[src/assert_macros.svh]
// Assertion macros used by the top level of the button debounce block.
`ifndef ASSERT_MACROS_SVH
`define ASSERT_MACROS_SVH

// Checked on every rising edge of clk, silenced while rst_n is low.
`define BDLP_ASSERT(label, prop, msg) \
  label: assert property (@(posedge clk) disable iff (!rst_n) prop) else $error(msg);

// Checked on every rising edge of clk, reset included.
`define BDLP_ASSERT_ALWAYS(label, prop, msg) \
  label: assert property (@(posedge clk) prop) else $error(msg);

`endif

[src/bdlp_pkg.sv]
// Types and constants of the button debounce and long-press block.
package bdlp_pkg;

  // Trigger mode codes.
  localparam logic [2:0] MODE_LOW    = 3'd0;
  localparam logic [2:0] MODE_HIGH   = 3'd1;
  localparam logic [2:0] MODE_RISE   = 3'd2;
  localparam logic [2:0] MODE_FALL   = 3'd3;
  localparam logic [2:0] MODE_CHANGE = 3'd4;

  // Configuration register indexes.
  localparam int unsigned CFG_IDX_W = 3;
  localparam logic [CFG_IDX_W-1:0] REG_TRIGGER_MODE  = 3'd0;
  localparam logic [CFG_IDX_W-1:0] REG_LONG_EN       = 3'd1;
  localparam logic [CFG_IDX_W-1:0] REG_BLOCK_LONG    = 3'd2;
  localparam logic [CFG_IDX_W-1:0] REG_DEBOUNCE_MS   = 3'd3;
  localparam logic [CFG_IDX_W-1:0] REG_LONG_MS       = 3'd4;
  localparam logic [CFG_IDX_W-1:0] REG_INITIAL_LEVEL = 3'd5;

  localparam int unsigned CFG_DATA_W = 16;

  // Reset values of the configuration registers.
  localparam logic [2:0]  RST_TRIGGER_MODE = MODE_RISE;
  localparam logic [15:0] RST_DEBOUNCE_MS  = 16'd50;
  localparam logic [15:0] RST_LONG_MS      = 16'd1000;

  typedef struct packed {
    logic        level;
    logic [31:0] now_ms;
  } in_item_t;

  typedef struct packed {
    logic short_event;
    logic long_event;
  } out_item_t;

  typedef struct packed {
    logic [2:0]  trigger_mode;
    logic        long_press_enable;
    logic        block_long;
    logic [15:0] debounce_ms;
    logic [15:0] long_ms;
    logic        initial_level;
  } cfg_t;

endpackage

[src/bdlp_cfg.sv]
// Configuration register file of the button debounce block.
module bdlp_cfg
  import bdlp_pkg::*;
(
  input  logic                  clk,
  input  logic                  rst_n,
  input  logic                  cfg_we,
  input  logic [CFG_IDX_W-1:0]  cfg_index,
  input  logic [CFG_DATA_W-1:0] cfg_wdata,
  output cfg_t                  cfg,
  output logic                  ref_load
);

  cfg_t cfg_r, cfg_nxt;
  logic ref_load_r, ref_load_nxt;

  always_comb begin
    cfg_nxt      = cfg_r;
    ref_load_nxt = 1'b0;
    if (cfg_we) begin
      case (cfg_index)
        REG_TRIGGER_MODE:  cfg_nxt.trigger_mode      = cfg_wdata[2:0];
        REG_LONG_EN:       cfg_nxt.long_press_enable = cfg_wdata[0];
        REG_BLOCK_LONG:    cfg_nxt.block_long        = cfg_wdata[0];
        REG_DEBOUNCE_MS:   cfg_nxt.debounce_ms       = cfg_wdata[15:0];
        REG_LONG_MS:       cfg_nxt.long_ms           = cfg_wdata[15:0];
        REG_INITIAL_LEVEL: begin
          cfg_nxt.initial_level = cfg_wdata[0];
          ref_load_nxt          = 1'b1;
        end
        default: ;
      endcase
    end
  end

  always_ff @(posedge clk) begin
    if (!rst_n) begin
      cfg_r.trigger_mode      <= RST_TRIGGER_MODE;
      cfg_r.long_press_enable <= 1'b0;
      cfg_r.block_long        <= 1'b0;
      cfg_r.debounce_ms       <= RST_DEBOUNCE_MS;
      cfg_r.long_ms           <= RST_LONG_MS;
      cfg_r.initial_level     <= 1'b0;
      ref_load_r              <= 1'b0;
    end else begin
      cfg_r      <= cfg_nxt;
      ref_load_r <= ref_load_nxt;
    end
  end

  assign cfg      = cfg_r;
  assign ref_load = ref_load_r;

endmodule

[src/bdlp_core.sv]
// Press state and event decision for one button sample.
module bdlp_core
  import bdlp_pkg::*;
(
  input  logic      clk,
  input  logic      rst_n,
  input  cfg_t      cfg,
  input  logic      ref_load,
  input  logic      proc_en,
  input  in_item_t  item,
  output out_item_t result
);

  logic [31:0] press_start_r, press_start_nxt;
  logic        held_r, held_nxt;
  logic        lock_r, lock_nxt;
  logic        first_r, first_nxt;
  logic        last_level_r, last_level_nxt;

  logic [31:0] elapsed;
  logic        deb_ok;
  logic        long_ok;
  logic        active;

  assign elapsed = item.now_ms - press_start_r;
  assign deb_ok  = elapsed >= {16'd0, cfg.debounce_ms};
  assign long_ok = elapsed >= {16'd0, cfg.long_ms};
  assign active  = (cfg.trigger_mode == MODE_RISE) ? item.level : ~item.level;

  always_comb begin
    press_start_nxt    = press_start_r;
    held_nxt           = held_r;
    lock_nxt           = lock_r;
    first_nxt          = first_r;
    last_level_nxt     = last_level_r;
    result.short_event = 1'b0;
    result.long_event  = 1'b0;

    case (cfg.trigger_mode)
      MODE_LOW:  result.short_event = ~item.level;
      MODE_HIGH: result.short_event = item.level;
      MODE_RISE, MODE_FALL: begin
        if (cfg.long_press_enable) begin
          if (active) begin
            held_nxt = 1'b1;
            if (deb_ok && !first_r && !cfg.block_long) begin
              first_nxt          = 1'b1;
              result.short_event = 1'b1;
            end
            if (long_ok && !(lock_r && cfg.block_long)) begin
              lock_nxt          = 1'b1;
              result.long_event = 1'b1;
            end
          end else begin
            result.short_event = deb_ok && !lock_r && held_r && cfg.block_long;
            held_nxt           = 1'b0;
            press_start_nxt    = item.now_ms;
            lock_nxt           = 1'b0;
            first_nxt          = 1'b0;
          end
        end else begin
          if (active) begin
            if (deb_ok && !lock_r) begin
              lock_nxt           = 1'b1;
              result.short_event = 1'b1;
            end
          end else begin
            press_start_nxt = item.now_ms;
            lock_nxt        = 1'b0;
          end
        end
      end
      MODE_CHANGE: begin
        if (item.level != last_level_r) begin
          if (deb_ok && !lock_r) begin
            lock_nxt           = 1'b1;
            result.short_event = 1'b1;
            last_level_nxt     = item.level;
          end
        end else begin
          press_start_nxt = item.now_ms;
          lock_nxt        = 1'b0;
        end
      end
      default: ;
    endcase
  end

  always_ff @(posedge clk) begin
    if (!rst_n) begin
      press_start_r <= '0;
      held_r        <= 1'b0;
      lock_r        <= 1'b0;
      first_r       <= 1'b0;
      last_level_r  <= 1'b0;
    end else if (ref_load) begin
      last_level_r <= cfg.initial_level;
    end else if (proc_en) begin
      press_start_r <= press_start_nxt;
      held_r        <= held_nxt;
      lock_r        <= lock_nxt;
      first_r       <= first_nxt;
      last_level_r  <= last_level_nxt;
    end
  end

endmodule

[src/button_debounce_long_press.sv]
// Top level of the button debounce and long-press detector.
//
// Each transfer on the input channel carries one sample of the button level
// and a free-running millisecond timestamp; each sample gives exactly one
// transfer on the result channel with a short-press and a long-press flag.
// A sample is held in the input register and is then decided: one 32-bit
// subtraction of the press start time from the timestamp, two compares
// against the debounce and long-press times, and the press state update,
// all landing in the result register at the same edge.
// The block takes one sample per clock cycle for as long as results are
// taken; a sample passes the input register and then the result register.
// Timestamps wrap modulo 2^32, so the elapsed time is correct across the wrap.
// Configuration is written through cfg_we, cfg_index and cfg_wdata while no
// sample is in flight; writing the initial level also reloads the reference
// level used by change mode, through the registered ref_load strobe.
`include "assert_macros.svh"

module button_debounce_long_press
  import bdlp_pkg::*;
(
  input  logic                  clk,
  input  logic                  rst_n,
  input  logic                  in_valid,
  output logic                  in_stall,
  input  in_item_t              in_data,
  output logic                  out_valid,
  input  logic                  out_stall,
  output out_item_t             out_data,
  input  logic                  cfg_we,
  input  logic [CFG_IDX_W-1:0]  cfg_index,
  input  logic [CFG_DATA_W-1:0] cfg_wdata
);

  cfg_t      cfg;
  logic      ref_load;

  // Input register stage.
  logic      s1_valid_r, s1_valid_nxt;
  in_item_t  s1_data_r;

  // Result register stage.
  logic      out_valid_r, out_valid_nxt;
  out_item_t out_data_r;
  out_item_t result;

  logic      in_take;
  logic      proc_en;

  // The held sample is decided whenever the result register is free or is
  // being emptied in this cycle; otherwise both stages stall.
  assign in_stall = s1_valid_r && out_valid_r && out_stall;
  assign in_take  = in_valid && !in_stall;
  assign proc_en  = s1_valid_r && !in_stall;

  assign s1_valid_nxt  = in_take || (s1_valid_r && in_stall);
  assign out_valid_nxt = proc_en || (out_valid_r && out_stall);

  bdlp_cfg u_cfg (
    .clk       (clk),
    .rst_n     (rst_n),
    .cfg_we    (cfg_we),
    .cfg_index (cfg_index),
    .cfg_wdata (cfg_wdata),
    .cfg       (cfg),
    .ref_load  (ref_load)
  );

  bdlp_core u_core (
    .clk      (clk),
    .rst_n    (rst_n),
    .cfg      (cfg),
    .ref_load (ref_load),
    .proc_en  (proc_en),
    .item     (s1_data_r),
    .result   (result)
  );

  always_ff @(posedge clk) begin
    if (!rst_n) begin
      s1_valid_r  <= 1'b0;
      out_valid_r <= 1'b0;
    end else begin
      s1_valid_r  <= s1_valid_nxt;
      out_valid_r <= out_valid_nxt;
    end
  end

  // Payload registers load without reset.
  always_ff @(posedge clk) begin
    if (in_take) begin
      s1_data_r <= in_data;
    end
    if (proc_en) begin
      out_data_r <= result;
    end
  end

  assign out_valid = out_valid_r;
  assign out_data  = out_data_r;

  // A long-press flag only comes from rising or falling mode with long-press on.
  `BDLP_ASSERT(a_long_mode, out_valid_r && out_data_r.long_event |-> cfg.long_press_enable && (cfg.trigger_mode == MODE_RISE || cfg.trigger_mode == MODE_FALL), "long event outside long-press mode")

  // In long-press mode with block_long, the short flag fires on release and the long flag while held, so never both.
  `BDLP_ASSERT(a_block_excl, out_valid_r && cfg.block_long |-> !(out_data_r.short_event && out_data_r.long_event), "short and long event together under block_long")

  // A sample held back by a stalled result stays in the input register.
  `BDLP_ASSERT(a_s1_hold, s1_valid_r && in_stall |=> s1_valid_r && $stable(s1_data_r), "stalled sample lost")

  // Reset leaves both stages empty.
  `BDLP_ASSERT_ALWAYS(a_rst_empty, !rst_n |=> !out_valid_r && !s1_valid_r, "pipeline not empty after reset")

endmodule
[config.mk]
export PLATFORM = sky130hd
export DESIGN_NAME = button_debounce_long_press
export DESIGN_NICKNAME = d
export VERILOG_FILES = /design/src/bdlp_pkg.sv /design/src/bdlp_cfg.sv /design/src/bdlp_core.sv /design/src/button_debounce_long_press.sv
export VERILOG_INCLUDE_DIRS = /design/src /design/src/src
export SDC_FILE = /design/constraint.sdc
export NUM_CORES = 1
export LEC_CHECK = 0
export BUFFER_PORTS_ARGS = -buffer_cell sky130_fd_sc_hd__buf_4
export CORE_MARGIN = 8
export CORE_UTILIZATION = 60
export CTS_CLUSTER_DIAMETER = 100
export DETAILED_ROUTE_END_ITERATION = 7
export GPL_ROUTABILITY_DRIVEN = 1
export GPL_TIMING_DRIVEN = 0
export PLACE_DENSITY = 0.83
export SLEW_MARGIN = 20
export SYNTH_ARGS = -nofsm -noshare
export SYNTH_HDL_FRONTEND = slang
export SYNTH_HIERARCHICAL = 1
export SYNTH_SLANG_ARGS = --single-unit
[constraint.sdc]
create_clock -name clk -period 4.1 [get_ports clk]
set_input_delay 0.41 -clock clk [delete_from_list [all_inputs] [get_ports clk]]
set_output_delay 0.41 -clock clk [all_outputs]
set_load 0.005 [all_outputs]
==> impl_results.md, run 1 <==
- Result of the run: complete, no violations
- Top delay family on crit path: compound AO/OA/AOI/OAI gates
- Slew Limit Fails: 0
- Number of search-and-repair iterations in the first detailed-routing pass: 4
- Antenna violations before repair: 0
- Die X-Extent: about 130 um
- Vias per cell: ~5.8
- Main flop type after synthesis: dfxtp_1
- Hold violation count in the final report: 0
- Synth Register Bits: roughly 110
- Core ar.: 11910 um^2
- Category of the critical setup timing path: reg2reg
- Buffers & Inverters on Critical Path: 0
- Largest net degree at the start of global routing: 20
- Crit path arrival time: between 4000 and 5000 ps
- Antenna-violating nets left: 0
- Number of cell rows: 40
- Die outline area: 15820 um^2
- Number of vias in the routed layout: approximately 6200
- Number of synthesized flops with an enable pin: 35
- CP max stage delay: ~440 ps
- Quantity of I/O buffers inserted on ports: 60
- DRC marker count from the first detailed-route iteration: approximately 500
- Vias in the first global route: slightly below 6000
- DP Area: between 7000 and 8000 um^2
- Worst slew margin: 31.26%
- Global-route wire length before repair: 28.41 mm
- Max Clock Freq: approximately 250 MHz
- Buffers from clock root to sink, at most: 2
- Setup clock skew after layout: 8.577 ps
- Portion of synthesized cell area occupied by the leading cell type: between 20% and 30%
- Unrepaired setup endpoints after global routing: yes
- Cell-by-cell listing of the critical path: ha_1 -> a21oi_1 -> and3_4 -> o21ai_2 -> a21o_1 -> a21oi_2 -> xnor2_1 -> ha_1 -> a21o_1 -> a211oi_2 -> o211ai_1 -> a21oi_2 -> o2111a_1 -> nand4_4 -> a31oi_1 -> o21ai_1
- Start point of the worst min-delay path: in_data[30]
- Library cell contributing the largest single delay on the critical path: ha_1
- Clock-pin slew on the worst setup and hold paths: ~70 ps
- Initial Util: between 60% and 70%
- Insertion delay to the later sink of the worst-skew pair: between 300 and 400 ps
- Minimum clock period: 3954 ps
- Most common cell in the netlist: nand2_1
- Power density cells: 333.3 nW/um^2
- Num ports: 61
- Area of the mapped netlist: 7229 um^2
- CTS tree: done
- Final net count: 1040
- Worst hold-check slack: between 200 and 250 ps
- Mapped Cells: 835
- Max capacitance violation total: 0
- Part of the Yosys area used for sequential elements: about 36%
- Overall routing resource usage: between 20% and 30%
- Top area cells in the synthesized netlist: dfxtp_1, edfxtp_1, ha_1, mux2i_1, a21oi_1
- Total gr overflow: 0
- Ant diodes: 0
- Fraction of registers with async set or reset after synthesis: 0%
- Final-report setup violation count: 0
- Half-perimeter wire length after detailed placement: around 13 mm
- Setup TNS Final: 0 ps
- Synthesis Warnings: 6
- Master cell of the clock root buffer: clkbuf_16
- Worst-case vdd ir drop: between 0.0003 and 0.0004 V
- Leakage power total: 3.386 nW
- Commonest cells in the netlist: nand2_1, dfxtp_1, inv_1
- Cell accounting for the most synthesized area: dfxtp_1
- Share of the clock period used by the worst path: a little over nine tenths
- Post-Synthesis Mean Instance Area: between 8 and 9 um^2
- Required @ worst endpoint: roughly 4200 ps
- Cell count of the worst reg-to-reg path: 16
- Worst hold-check path type: in2reg
- Critical Path End Type: flop
- Critical path fanouts, max: 6
- Share of final-layout standard cells stronger than drive strength 1: between 15 and 20%
- Number of DRC violations after detailed routing: 0
- Count of hold-fix buffers inserted at cts: 0
- Routability Congestion: 0.9030
- Final wirelength: ~17 mm
- Distinct cells, synth: 77
- Hold depth: 1
- Capture instance of the worst register-to-register path: out_data[1]
- Synthesis-to-finish area growth: 16.61%
- Synth Net Count: approximately 960
- Critical Path Source: s1_data_r[4]
- Inserted Clock Buffers: 9
- # fillers: between 900 and 1000
- Num Clock Sinks: around 110
- Post-DR wirelength/cell: between 15 and 20 um
- Measured slew at the worst slew-check pin: 1031 ps
- Max H-tree Level: 3
- Hold EP: s1_data_r[30]
- Die span in y: between 100 and 150 um
- Cell area after layout: 8431 um^2
- Launching point of the worst reg2reg path: s1_data_r[4]
- Startpoint kind of the worst setup timing path: flop
- Reg-to-reg setup timing slack: 150 ps
==> area by class of cell <==
class	count	area, um^2	area share, %
Buffer	34	155.1	1.840
Clock inverter	5	62.56	0.7421
Tap cell	147	183.9	2.182
Inverter	75	281.5	3.339
Clock buffer	11	254.0	3.013
Sequential cell	112	2592	30.75
Multi-Input combinational cell	614	4329	51.35
Timing Repair Buffer	73	571.8	6.782
==> logic make-up after synthesis <==
kind of cell    Yosys count  synth area share (%)
compound gates          200                 18.64
xor+xnor                 21                 2.544
fa+ha+maj                64                 11.18
buf+inv                 109                 6.006
flops                   112                 35.86
mux                      42                 5.850
simple gates            287                 19.92
==> state kept, by name, summed over array words and instances (netlist names), named ones only <==
name,flops
u_cfg/cfg,38
s1_data_r,33
u_core/press_start_r,32
out_data,2
out_valid,1
u_cfg/ref_load,1
u_core/first_r,1
u_core/held_r,1
u_core/last_level_r,1
u_core/lock_r,1
==> power by group <==
part	internal [W]	switching (W)
sequential	0.00119	0.0000240
combinational	0.000288	0.000386
clock	0.000516	0.000409
total	0.00199	0.000819
==> per-layer routing <==
metal	global-route usage, %	vias to the layer above	wire [um]
met4	4.742	0	232
met3	5.401	20	949
met2	35.60	154	8090
met5	0	-	0
li1	-	3109	-
met1	28.14	2895	7988
==> layout by cell type, fill, tap and decap left out, drive strengths merged, types with 3 or more instances in the layout <==
master,count
a2111oi,4
a211o,4
a211oi,8
a21o,22
a21oi,73
a221oi,4
a311oi,3
a31oi,3
and2,4
and3,6
buf,84
clkbuf,34
dfxtp,77
edfxtp,35
ha,63
inv,77
mux2i,40
nand2,89
nand2b,7
nand3,9
nand4,16
nor2,68
nor2b,55
nor3,10
o2111ai,5
o211ai,8
o21a,7
o21ai,36
o21bai,4
or3,4
xnor2,12
xor2,9
==> how the worst max path moves through the flow <==
stage | endpoint | depth (start not counted) | slack, ps
4_1_cts | out_data[1] | 18 | 10
2_1_floorplan | out_data[1] | 17 | 530
3_5_place_dp | out_data[1] | 17 | -130
6_report | out_data[1] | 16 | 150
5_1_grt | u_core/last_level_r | 19 | -5
3_3_place_gp | out_data[1] | 17 | -100
==> stage by stage <==
stage | utilization, % | std cells | worst slack, ps | total power (W)
finish | 70.78 | 1071 | 146.2 | 0.002810
global route | 70.78 | 1071 | -4.785 | 0.002952
CTS | 69.68 | 1067 | 10.75 | 0.002793
detailed placement | 66.31 | 1043 | -127.4 | 0.001859
global placement | 66.02 | 1042 | -95.18 | 0.001841
floorplan | - | 835 | 527.8 | 0.001678
==> timing repair <==
item,in CTS,in global routing
setup endpoints to repair,3,5
setup buffers,8,4
pin swaps,4,8
resized for setup,6,24
(Power assumes the default switching activity.)
==> run 2: changes to the inputs <==
- CORE_MARGIN: 8 -> 1.5
- CTS_BUF_LIST: unset -> sky130_fd_sc_hd__clkbuf_4
==> impl_results.md, run 2 (same netlist as run 1, synthesis figures left out) <==
- Result of the run: complete, no violations
- Post-DR wirelength/cell: 15.72 um (-2.5%)
- Die span in y: 112.8 um (-10%)
- Final worst slack: 148.5 ps (+2.293 ps)
- Clock-pin slew on the worst setup and hold paths: 170 ps (+100 ps)
- Number of DRC violations after detailed routing: 0 (unchanged)
- DP Area: 7886 um^2 (-0.16%)
- Net load switching power: 0.0007693 W (-6.1%)
- Num Clock Sinks: 112 (unchanged)
- Routability Congestion: 0.9762 (+8.1%)
- Inserted Clock Buffers: 9 (unchanged)
- Max capacitance violation total: 0 (unchanged)
- Top delay family on crit path: compound AO/OA/AOI/OAI gates
- Global-route wire length before repair: 27.59 mm (-2.9%)
- Cell-by-cell listing of the critical path: inv_1 -> ha_1 -> fa_2 -> nor2b_4 -> o2111ai_4 -> a21oi_2 -> nor2_1 -> xnor2_1 -> ha_1 -> a21o_1 -> a211oi_2 -> o211ai_1 -> a21oi_2 -> o2111a_1 -> nand4_4 -> a31oi_1 -> o21ai_1
- Power density cells: 304.4 nW/um^2 (-8.7%)
- Crit path arrival time: 4220 ps (+170 ps)
- Ant diodes: 0 (unchanged)
- DRC marker count from the first detailed-route iteration: 413 (-19%)
- Share of final-layout standard cells stronger than drive strength 1: 14.66% (-0.49 points)
- Measured slew at the worst slew-check pin: 936.3 ps (-94.82 ps)
- Buffers & Inverters on Critical Path: 1 (+1)
- Die outline area: 12720 um^2 (-20%)
- Core ar.: 11560 um^2 (-2.9%)
- Vias in the first global route: 5762 (-3.0%)
- Slew Limit Fails: 0 (unchanged)
- Highest-count cells in the layout ignoring fill and taps: nand2_1, dfxtp_1, inv_1
- Overall routing resource usage: 27.08% (+5.4 points)
- Switching share of power: 30.75% (+1.6 points)
- Required @ worst endpoint: 4370 ps (+170 ps)
- Final net count: 1037 (-0.29%)
- Critical path fanouts, max: 6 (unchanged)
- Startpoint kind of the worst setup timing path: flop
- CP max stage delay: 400 ps (-40 ps)
- Seq pwr share: 48.4% (+5.3 points)
- Final wirelength: 16.73 mm (-3.1%)
- Synthesis-to-finish area growth: 13.71%
- Number of search-and-repair iterations in the first detailed-routing pass: 5 (+1)
- Antenna violations before repair: 0 (unchanged)
- Most common cell after layout, fill and taps aside: nand2_1
- Die X-Extent: 112.8 um (-10%)
- Worst slew margin: 37.58% (+6.3 points)
- Num ports: 61 (unchanged)
- CTS tree: done
- Vias per cell: 5.828 (+1.0%)
- Critical Path End Type: flop
- Buffers from clock root to sink, at most: 2 (unchanged)
- Logic depth of the worst setup path including buffers: 17 (+1)
- Antenna-violating nets left: 0 (unchanged)
- # fillers: 955 (+2.9%)
- Max H-tree Level: 3 (unchanged)
- Fraction of power consumed by the clock network: 24.3% (-8.6 points)
- Number of flip-flops under the largest register name: 38 (unchanged)
- Cell area after layout: 8220 um^2 (-2.5%)
- Multi-input gate area in the final layout: 4320 um^2 (-0.20%)
- Max Clock Freq: 253.1 MHz (about the same)
- Gate power share: 27.3% (+3.3 points)
- Quantity of I/O buffers inserted on ports: 60 (unchanged)
- Setup clock skew after layout: 20.86 ps (+12.29 ps)
- Share of the core filled with cells: 71.08% (+0.30 points)
- Insertion delay to the later sink of the worst-skew pair: 500 ps (+140 ps)
- Initial Util: 62.51% (+1.8 points)
- Share of the clock period used by the worst path: 96.38% (about the same)
- Pre-CTS WS: -129.3 ps (-1.909 ps)
- Half-perimeter wire length after detailed placement: 12.81 mm (-0.58%)
- Number of cell rows: 39 (-2.5%)
- Minimum clock period: 3951 ps (-2.293 ps)
- Leakage power total: 3.295 nW (-2.7%)
- Final-report setup violation count: 0 (unchanged)
- Category of the critical setup timing path: reg2reg
- Hold violation count in the final report: 0 (unchanged)
- Setup TNS Final: 0 ps (unchanged)
- Hold depth: 1 (unchanged)
- Int Power: 0.001733 W (-13%)
- Master cell of the clock root buffer: clkbuf_4
- Number of vias in the routed layout: 6201 (+0.37%)
- Cell count of the worst reg-to-reg path: 17 (+1)
- Library cell contributing the largest single delay on the critical path: fa_2
- Worst hold-check path type: in2reg
- Area occupied by registers: 2592 um^2 (unchanged)
- Total gr overflow: 0 (unchanged)
- Largest net degree at the start of global routing: 29 (+45%)
- Worst-case vdd ir drop: 0.0003097 V (+0.75%)
[run 2: cell types whose count changed in the layout (fill, tap and decap cells not counted), sizes merged]
cell    change
buf         -2
clkbuf      -2
bufinv      +1
clkinv      +1
inv         -1
[run 2: metal layers]
metal,wire (um),vias to the layer above,global-route usage (%)
met1,7603,2886,35.32
li1,-,3103,-
met4,273,0,7.173
met2,7838,195,45.28
met5,0,-,0
met3,1011,17,6.535
[run 2: path summary, 6_finish.rpt]
| path | startpoint | endpoint | slack [ps] |
|---|---|---|---|
| worst max register to register | s1_data_r[0] | out_data[1] | 150 |
| worst min register to register | u_core/first_r | u_core/first_r | 470 |
| worst max-delay path | s1_data_r[0] | out_data[1] | 150 |
| worst min-delay path | in_data[16] | s1_data_r[16] | 60 |
[run 2: power by group through the flow]
| stage | sequential [W] | combinational (W) | clock [W] |
|---|---|---|---|
| 2_1_floorplan | 0.00123 | 0.000449 | 0 |
| 3_3_place_gp | 0.00124 | 0.000610 | 0 |
| 3_5_place_dp | 0.00124 | 0.000629 | 0 |
| 4_1_cts | 0.00121 | 0.000644 | 0.000617 |
| 5_1_grt | 0.00122 | 0.000758 | 0.000659 |
| 6_report | 0.00121 | 0.000683 | 0.000607 |
[run 2: worst register-to-register path, cell delays in order (launching register included)]
cell and delay [ps]:
edfxtp_1 380, inv_1 60, ha_1 250, fa_2 400, nor2b_4 170, o2111ai_4 150
a21oi_2 190, nor2_1 70, xnor2_1 240, ha_1 290, a21o_1 190, a211oi_2 240
o211ai_1 200, a21oi_2 220, o2111a_1 240, nand4_4 170, a31oi_1 210, o21ai_1 70
[run 2: final cells by class]
type | instances | area share [%]
buffer | 34 | 1.857
clock buffer | 10 | 0.9132
clock inverter | 6 | 0.9893
inverter | 75 | 3.425
multi-input combinational | 614 | 52.56
sequential | 112 | 31.54
tap | 143 | 2.177
timing repair buffer | 70 | 6.545
[run 2: timing repair]
action,in CTS,in global routing
endpoints found under the setup margin,4,5
cloned,0,0
pin swaps,2,13
hold buffers,0,0
resized for setup,4,21
buffers inserted,1,8
[run 2: per-stage QoR]
stage	instances	hold slack, ps	power [W]
2_1_floorplan	835	425.6	0.001678
3_3_place_gp	1038	441.0	0.001846
3_5_place_dp	1039	446.1	0.001864
4_1_cts	1056	31.88	0.002473
5_1_grt	1064	12.42	0.002634
6_report	1064	60.70	0.002502
==> run 3: changes to the inputs <==
- CORE_ASPECT_RATIO: unset -> 0.7
==> impl_results.md, run 3 (same netlist as run 1, synthesis figures left out) <==
- Int Power: 0.001698 W (-2.0%)
- Net load switching power: 0.0008084 W (+5.1%)
- Gate power share: 28.7% (+1.4 points)
- Fraction of power consumed by the clock network: 22.9% (-1.4 points)
- Final wirelength: 17.53 mm (+4.8%)
- CP max stage delay: 460 ps (+60 ps)
- Slew Limit Fails: 0 (unchanged)
- Overall routing resource usage: 27.64% (+0.56 points)
- Number of placed instances, taps included: 1053 (+1.3%)
- Cell-by-cell listing of the critical path: ha_1 -> nor2b_4 -> o2111ai_4 -> and3_2 -> o21ai_1 -> xor2_1 -> ha_1 -> nand4_1 -> o21ai_0 -> nor3_1 -> o211ai_1 -> a21oi_2 -> o2111a_2 -> nand4_4 -> a31oi_1 -> o21ai_1
- Final Instance Count excl. Fillers: 1085 (+2.0%)
- Vias per cell: 5.883 (+0.94%)
- Seq pwr share: 48.5% (about the same)
- Minimum clock period: 3962 ps (+10.42 ps)
- Num ports: 61 (unchanged)
- Worst slew margin: 38.88% (+1.3 points)
- Max capacitance violation total: 0 (unchanged)
- Final-report setup violation count: 0 (unchanged)
- Hold violation count in the final report: 0 (unchanged)
- Inserted Clock Buffers: 9 (unchanged)
- Quantity of I/O buffers inserted on ports: 60 (unchanged)
- Number of flip-flops under the largest register name: 38 (unchanged)
- Max H-tree Level: 3 (unchanged)
- Buffers from clock root to sink, at most: 2 (unchanged)
- Die span in y: 94.84 um (-16%)
- CTS tree: done
- Switching share of power: 32.26% (+1.5 points)
- Required @ worst endpoint: 4360 ps (about the same)
- Setup TNS Final: 0 ps (unchanged)
- Vias in the first global route: 5726 (-0.62%)
- Antenna-violating nets left: 0 (unchanged)
- Number of DRC violations after detailed routing: 0 (unchanged)
- Setup clock skew after layout: 17.11 ps (-3.750 ps)
- Post-DR wirelength/cell: 16.16 um (+2.8%)
- Max Clock Freq: 252.4 MHz (-0.26%)
- Number of cell rows: 33 (-15%)
- Ant diodes: 0 (unchanged)
- Critical Path End Type: flop
- Share of the core filled with cells: 71.57% (+0.49 points)
- Routability Congestion: 0.9318 (-4.5%)
- DRC marker count from the first detailed-route iteration: 591 (+43%)
- Library cell contributing the largest single delay on the critical path: edfxtp_1
- Startpoint kind of the worst setup timing path: flop
- Leakage power total: 3.333 nW (+1.2%)
- Antenna violations before repair: 0 (unchanged)
- Worst hold-check path type: in2reg
- Largest net degree at the start of global routing: 20 (-31%)
- Total gr overflow: 0 (unchanged)
- Half-perimeter wire length after detailed placement: 12.99 mm (+1.4%)
- Die X-Extent: 134.2 um (+19%)
- Clock-pin slew on the worst setup and hold paths: 170 ps (about the same)
- Share of final-layout standard cells stronger than drive strength 1: 16.92% (+2.3 points)
- Master cell of the clock root buffer: clkbuf_4
- Result of the run: complete, no violations
- Critical path fanouts, max: 6 (unchanged)
- Num Clock Sinks: 112 (unchanged)
- Final net count: 1044 (+0.68%)
- Power density cells: 298.6 nW/um^2 (-1.9%)
- Synthesis-to-finish area growth: 16.10%
- Number of search-and-repair iterations in the first detailed-routing pass: 5 (unchanged)
- Highest-count cells in the layout ignoring fill and taps: nand2_1, buf_4, dfxtp_1
- Most common cell after layout, fill and taps aside: nand2_1
- Category of the critical setup timing path: reg2reg
- Share of the clock period used by the worst path: 96.63% (+0.25 points)
- Worst-case vdd ir drop: 0.0002057 V (-34%)
- Initial Util: 61.65% (-0.86 points)
- Die outline area: 12730 um^2 (about the same)
- Number of vias in the routed layout: 6383 (+2.9%)
- Insertion delay to the later sink of the worst-skew pair: 480 ps (-20 ps)
- Core ar.: 11730 um^2 (+1.4%)
- Crit path arrival time: 4220 ps (about the same)
- Global-route wire length before repair: 28.00 mm (+1.5%)
- Measured slew at the worst slew-check pin: 916.8 ps (-19.42 ps)
[run 3: cell types whose count changed in the layout (fill, tap and decap cells not counted), moves of 2 or more]
cell,previous run,this run
o21ai_0,29,27
o21ai_2,1,3
ha_4,0,5
ha_2,1,4
ha_1,62,54
buf_4,70,77
clkinv_1,2,0
[run 3: cell type report]
type,count,area [um^2]
Clock buffer,10,75.07
Timing Repair Buffer,77,598.1
Tap cell,157,196.4
Multi-Input combinational cell,614,4422
Inverter,75,281.5
Sequential cell,112,2594
Buffer,34,158.9
Fill cell,936,3333
Clock inverter,6,67.56
[run 3: timing repair]
item                                    in CTS  in global routing
resized for setup                            7                 41
pin swaps                                    2                 18
endpoints found under the setup margin       4                  5
hold buffers                                 0                  0
setup buffers                                6                 11
[run 3: critical path: cells and delay by family, from the launching register on]
kind	cells	cell delay, ps
AO/OA/AOI/OAI	8	1400
AND/OR/NAND/NOR	5	900
adder cells (fa/ha/maj)	2	630
flip-flops	1	460
XOR/XNOR	1	330
[run 3: final timing paths]
path                       start  slack (ps)  cells past startpoint              to
hold / removal       in_data[15]          90                      1   s1_data_r[15]
setup / recovery    s1_data_r[1]         140                     16     out_data[1]
setup reg to reg    s1_data_r[1]         140                     16     out_data[1]
hold reg to reg   u_core/first_r         470                      2  u_core/first_r
[run 3: stage by stage]
step                      area (um^2)  setup slack (ps)  hold slack [ps]  total power (W)
after floorplan                  7229             527.8            425.6         0.001678
after CTS                        8127             3.023            55.02         0.002462
final                            8393             138.1            91.57         0.002506
after detailed placement         7911            -275.6            450.8         0.001867
after global placement           7876            -169.2            444.3         0.001848
after global routing             8393            -46.17            47.45         0.002630
[run 3: power groups by stage]
stage	Sequential [W]	Combinational, W	Clock [W]
after floorplan	0.00123	0.000449	0
after global placement	0.00124	0.000611	0
after detailed placement	0.00124	0.000631	0
after CTS	0.00121	0.000653	0.000596
final	0.00121	0.000719	0.000573
after global routing	0.00122	0.000784	0.000627
[run 3: metal layers]
metal | global-route usage (%) | up-vias | part of all wire, %
li1 | - | 3117 | -
met5 | 0 | - | 0
met2 | 41.88 | 252 | 42
met4 | 6.362 | 0 | 1.1
met1 | 41.10 | 2994 | 50
met3 | 4.509 | 20 | 7.0
